===== config.mk =====
export PLATFORM = sky130hd
export DESIGN_NAME = lacs_ctrl
export DESIGN_NICKNAME = d
export VERILOG_FILES = /design/src/rtl/lacs_pkg.sv /design/src/rtl/lacs_ctrl.sv
export SDC_FILE = /design/constraint.sdc
export NUM_CORES = 1
export LEC_CHECK = 0
export BUFFER_PORTS_ARGS = -buffer_cell sky130_fd_sc_hd__buf_2
export CAP_MARGIN = 20
export CELL_PAD_IN_SITES_DETAIL_PLACEMENT = 1
export CELL_PAD_IN_SITES_GLOBAL_PLACEMENT = 1
export CORE_AREA = 4 4 41 43
export CTS_BUF_LIST = sky130_fd_sc_hd__clkbuf_4
export DETAILED_ROUTE_END_ITERATION = 10
export DIE_AREA = 0 0 45 47
export PLACE_DENSITY = 0.49
export SYNTH_ARGS = -nofsm -noshare
export SYNTH_HDL_FRONTEND = slang
export SYNTH_SLANG_ARGS = --single-unit

===== constraint.sdc =====
create_clock -name clk_i -period 3.1 [get_ports clk_i]
set_input_delay 0.31 -clock clk_i [delete_from_list [all_inputs] [get_ports clk_i]]
set_output_delay 0.31 -clock clk_i [all_outputs]
set_load 0.02 [all_outputs]

===== src/rtl/lacs_pkg.sv =====
// ----------------------------------------------------------------------------
// Lamp array colour store package
// Shared payload types, request codes, default sizes and the command and
// status bundles that pass between the controller and the datapath.
// ----------------------------------------------------------------------------
package lacs_pkg;

  // Default geometry: pixels per lamp and the largest number of lamps.
  localparam int GroupSizeDef = 3;
  localparam int MaxGroupsDef = 128;

  // Lamp counts never exceed 256, so nine bits hold every group comparison.
  localparam int GrpCmpW = 9;

  // Reset value of the groups-in-use register.
  localparam logic [7:0] GroupsReset = 8'd73;

  // Request codes.
  localparam logic [2:0] KIND_SET_CURSOR = 3'd0;
  localparam logic [2:0] KIND_CONTROL    = 3'd1;
  localparam logic [2:0] KIND_LAMP       = 3'd2;
  localparam logic [2:0] KIND_RANGE      = 3'd3;
  localparam logic [2:0] KIND_READ_ATTR  = 3'd4;
  localparam logic [2:0] KIND_READ_PIXEL = 3'd5;
  localparam logic [2:0] KIND_LOAD_POS   = 3'd6;

  typedef struct packed {
    logic [2:0]  kind;
    logic [7:0]  lamp_group;
    logic [7:0]  range_last;
    logic [8:0]  pixel_index;
    logic [7:0]  red_in;
    logic [7:0]  green_in;
    logic [7:0]  blue_in;
    logic [7:0]  gain_in;
    logic        autonomous_in;
    logic [21:0] pos_x_in;
    logic [21:0] pos_y_in;
    logic [21:0] pos_z_in;
  } in_item_t;

  typedef struct packed {
    logic [6:0]  reported_lamp;
    logic [21:0] pos_x_out;
    logic [21:0] pos_y_out;
    logic [21:0] pos_z_out;
    logic [7:0]  red_out;
    logic [7:0]  green_out;
    logic [7:0]  blue_out;
    logic [7:0]  gain_out;
    logic        autonomous_out;
  } out_item_t;

  // Controller to datapath.
  typedef struct packed {
    logic accept;    // an input beat is taken this cycle
    logic step;      // write one pixel of the current fill and advance
    logic load_out;  // load the output register with the result
  } cmd_t;

  // Datapath to controller.
  typedef struct packed {
    logic starts_fill;  // the offered request needs a pixel fill or clear
    logic fill_last;    // the fill address has reached its end
    logic out_free;     // the output register can take a result
  } sts_t;

endpackage


===== src/rtl/lacs_ctrl.sv =====
// ----------------------------------------------------------------------------
// Lamp array colour store controller
// Sequences the reset clear, request acceptance, pixel fills and result
// hand-off through command signals to the datapath.
// ----------------------------------------------------------------------------
module lacs_ctrl (
  input  logic          clk_i,
  input  logic          rst_ni,
  input  logic          in_valid_i,
  output logic          in_ready_o,
  input  lacs_pkg::sts_t sts_i,
  output lacs_pkg::cmd_t cmd_o
);
  import lacs_pkg::*;

  localparam logic [1:0] ST_CLEAR  = 2'd0;
  localparam logic [1:0] ST_IDLE   = 2'd1;
  localparam logic [1:0] ST_FILL   = 2'd2;
  localparam logic [1:0] ST_RESULT = 2'd3;

  logic [1:0] state_q, state_d;
  logic       accept;

  assign in_ready_o = (state_q == ST_IDLE);
  assign accept     = in_ready_o && in_valid_i;

  always_comb begin
    state_d         = state_q;
    cmd_o.accept    = accept;
    cmd_o.step      = 1'b0;
    cmd_o.load_out  = 1'b0;
    case (state_q)
      ST_CLEAR: begin
        cmd_o.step = 1'b1;
        if (sts_i.fill_last) begin
          state_d = ST_IDLE;
        end
      end
      ST_IDLE: begin
        if (accept) begin
          state_d = sts_i.starts_fill ? ST_FILL : ST_RESULT;
        end
      end
      ST_FILL: begin
        cmd_o.step = 1'b1;
        if (sts_i.fill_last) begin
          state_d = ST_RESULT;
        end
      end
      ST_RESULT: begin
        if (sts_i.out_free) begin
          cmd_o.load_out = 1'b1;
          state_d        = ST_IDLE;
        end
      end
      default: begin
        state_d = ST_IDLE;
      end
    endcase
  end

  // Reset enters the clearing sweep of the pixel store.
  always_ff @(posedge clk_i or negedge rst_ni) begin
    if (!rst_ni) begin
      state_q <= ST_CLEAR;
    end else begin
      state_q <= state_d;
    end
  end

endmodule


### Word-level counts from Yosys, hierarchy flattened

Cells that the tools add are included.

* input bits: 6
* flip-flop bits (word level): 2
* logic and storage cells: 21
* output and inout port bits: 4

* eq/ne operators: 7
* reductions and logical operators: 4
* muxes and demuxes: 9

Operators by type and width (number)
* $mux 2: 4
* $pmux 2 s4: 1
* $ne 2x2->1 const B: 3
* $eq 2x2->1 const B: 2
* $mux 1: 4
* $reduce_and 4->1: 1
* $eq 2x1->1 const B: 1
* $logic_not 2->1: 1
* $ne 2x1->1 const B: 1
* $reduce_or 2->1: 1
* $logic_and 1x1->1: 1

### Longest topological paths before layout

* word-level depth: 4
* depth in mapped cells: 5
* depth with buffers taken out: 5

### Least setup slack after synthesis

OpenSTA, ideal clock, no wires.

* path kind: flip-flop to flip-flop
* start: reg state_q[1]
* end: reg state_q[0]
* library setup time: 0.128 ns
* required time: 2.972 ns
* setup slack: 1.585 ns
* period minus slack after synthesis: 1.515 ns
* cell stages (with the launch flop): 6
* arrival: 1.388 ns
* path buffers: 0
* path through: dfrtp_1 inv_1 ha_1 inv_1 o221ai_2 mux2_1

* longest elaborated chain between the ends: 4
* elaborated cells between the ends (all ways): 11
* classes of those cells: eq/ne: 7; mux: 1; reduce/logical: 3

RTL lines
* start: declaration: RTL line lacs_ctrl.sv:21 `logic [1:0] state_q, state_d;`
* start signal: assignment: RTL line lacs_ctrl.sv:67 `state_q <= state_d;`
* $eq 2x1->1 *: RTL line lacs_ctrl.sv:24 `assign in_ready_o = (state_q == ST_IDLE);`
* net in_ready_o: RTL line lacs_ctrl.sv:10 `output logic in_ready_o,`
* $logic_and 1x1->1: RTL line lacs_ctrl.sv:25 `assign accept = in_ready_o && in_valid_i;`
* $ne 2x1->1 (no source line)
* $reduce_and 4->1 (no source line)

Mark *: on every way through the listed nets, which the timed path passes. The rest lies on a longest branch.
A chain may end at the register's enable or synchronous reset.

==> impl_metrics.yaml <==
synthesis:
  ys_ff_latch: 2
  yosysSeqAreaShare: 0.237
  yosys.area.top_type: "ha_1"
  synth.area.top_cells: "ha_1 (30%), dfrtp_1 (24%), mux2_1 (11%)"
  synth_nets: 32
  ys_warn_count: 0
  ys_types: 11
  synth_area_um2: 211
  syn_area_per_cell_um2: 10.1
  yosys.area.top_type_share: 0.296
  netlist_instances: 21
die:
  die_h_um: 47
  start_util: 0.163
  dieArea_um2: 2120
  ios: 10
  core_region_area_um2: 1300
  rows: 13
  die_w_um: 45
clocking:
  cts_max_level: 1
  cts_buffers: 3
  cts_buffer_depth: 2
  cts_tree: "yes"
  clk_latency_ns: 0.22
  clk_pin_slew_ns: 0.03
  post_cts_resized: 0
  cts_setup_buffers: 0
  clock-sinks: 2
  root_buffer: "clkbuf_4"
setup_path:
  reg2reg_to: "state_q[0]$_DFFE_PN0P_"
  cp.arrival_ns: 1.37
  worstSetupStartpoint: "state_q[0]$_DFFE_PN0P_"
  rrSetupSlack_ns: 1.66
  path_class: "flip-flop to primary output"
  critical_path_required_ns: 2.79
  cp-start-kind: "flip-flop"
  cp-endpoint: "cmd_o[1]"
  cp_max_fo: 4
  reg2reg_from: "state_q[1]$_DFFE_PN0P_"
  reg2reg_depth: 5
  cp-end-kind: "primary output"
global_route:
  grt_max_degree: 6
  antenna_found_initial: 0
  grt_pass1_vias: 212
  track_usage: 0.0545
  gr-total-overflow: 0
  grt_pass1_wl_um: 752
layout:
  reg_top3: "state_q x2"
  finalNetCount: 46
  syn_to_final_growth_pct: 42.0
  fillers: 174
  largest_register: "state_q"
  multi_input_area_um2: 139
  final-seq-area_um2: 50.0
  antenna-diode-count: 0
  drive_above_1_share: 0.455
  largest_reg_flops: 2
  design_area_um2: 300
power_and_ir_drop:
  intPower_mw: 0.169
  p_leak_nw: 0.161
  p_clk_frac: 0.189
  p_seq_frac: 0.186
  power_switching_mw: 0.133
  vdd_drop_max_uv: 305
  p_sw_frac: 0.441
  cellPowerDensity_nw_per_um2: 1010
  combinationalPowerShare: 0.625
route:
  ant_nets: 0
  wl_um: 417
  route.detailed.drc: 0
  drt_iter0_markers: 0
  via_count: 188
  dr.pass1.iters: 1
  via_per_inst: 3.92
  wl_per_cell_um: 8.69
sta:
  finalClockSkew_ns: 0.000464
  setup_viol: 0
  worst_slew_pin_slew_ns: 0.199
  finalHoldViolations: 0
  relSlewSlack: 0.867
  setup_tns_ns: 0
  fmax_ghz: 0.597
  drv_slew: 0
  rsz0062_at_grt: "false"
  finalCriticalPeriod_ns: 1.68
  min_period_over_period: 0.540
  setup_ws_ns: 1.42
flow_run:
  cap_violations: 0
place:
  place_worst_setup_slack_ns: 1.63
  port_buffers: 9
  routabilityCongestion: 0.690
  placed_cell_area_um2: 268
  place_hpwl_um: 377
run_status:
  status: "completed"
hold_path:
  hold_class: "primary input to asynchronous set/reset pin"
-- timing repair --
action                                 in CTS  in global routing
hold buffers                                1                  0
setup endpoints to repair                   0                  0
endpoints found under the hold margin       2                  0
-- power by group through the flow --
| stage | clock, mW | sequential, mW | combinational (mW) |
|---|---|---|---|
| floorplan | 0 | 0.0532 | 0.154 |
| global placement | 0 | 0.0571 | 0.188 |
| detailed placement | 0 | 0.0575 | 0.196 |
| CTS | 0.0620 | 0.0571 | 0.197 |
| global route | 0.0665 | 0.0585 | 0.214 |
| finish | 0.0573 | 0.0563 | 0.189 |
-- cell usage after synthesis --
cell and number:
buf_4 1, and2_1 2, or2_2 1, o221ai_2 1, mux2_1 2, nand2b_1 1, nor2_2 1, o211ai_1 1
ha_1 5, dfrtp_1 2, inv_1 4
-- worst max-delay path: stages, from the launching register on --
cell and delay [ns]:
dfrtp_1 0.38, inv_1 0.10, ha_1 0.22, or2_2 0.29, buf_2 0.16
-- per-stage QoR --
step / total power, mW / hold WS (ns) / instances / utilization
2_1_floorplan: 0.207 / 0.0144 / 21 / -
3_3_place_gp: 0.245 / 0.0937 / 44 / 0.206
3_5_place_dp: 0.253 / 0.0969 / 44 / 0.206
4_1_cts: 0.316 / 0.386 / 48 / 0.231
5_1_grt: 0.339 / 0.400 / 48 / 0.231
6_report: 0.303 / 0.398 / 48 / 0.231
-- layer usage --
layer  GRT usage  part of all wire  vias to the layer above
met5           0                 0                        -
met4      0.0877             0.034                        0
met3      0.0192              0.13                        2
met2      0.0960              0.53                        9
met1      0.0340              0.30                       86
li1            -                 -                       91
-- kinds of logic (layout without fill, tap and decap cells) --
family                     after synthesis  after routing  share of synthesized area
DFF                                      2              2                      0.237
and+or+nand+nor                          5              5                      0.148
AOI/OAI and AO/OA                        2              2                      0.107
adders and majority gates                5              5                      0.296
muxes                                    2              2                      0.107
buffers and inverters                    5             17                      0.107
-- how the worst min path moves through the flow --
stage / start / endpoint / slack, ns / depth (start not counted)
floorplan: rst_ni / state_q[0]$_DFFE_PN0P_ / 0.01 / 0
global placement: rst_ni / state_q[1]$_DFFE_PN0P_ / 0.09 / 1
detailed placement: rst_ni / state_q[0]$_DFFE_PN0P_ / 0.1 / 1
CTS: rst_ni / state_q[1]$_DFFE_PN0P_ / 0.39 / 2
global route: rst_ni / state_q[1]$_DFFE_PN0P_ / 0.40 / 2
finish: rst_ni / state_q[1]$_DFFE_PN0P_ / 0.40 / 2
-- cell type report --
cell class,count,area share
clock buffers,3,0.0750
repair buffers,10,0.183
multi-input cells,14,0.462
flip-flops and latches,2,0.167
well taps,15,0.0625
inverters,4,0.0500
-- cells in the final DEF (no fill, tap or decap), drive strengths merged --
cell type / count
o211ai: 1
dfrtp: 2
nor2: 1
mux2: 2
buf: 9
dlygate4sd3: 1
o221ai: 1
clkbuf: 3
or2: 1
inv: 4
and2: 2
ha: 5
nand2b: 1
No activity file was read; power rests on OpenSTA's default activity.
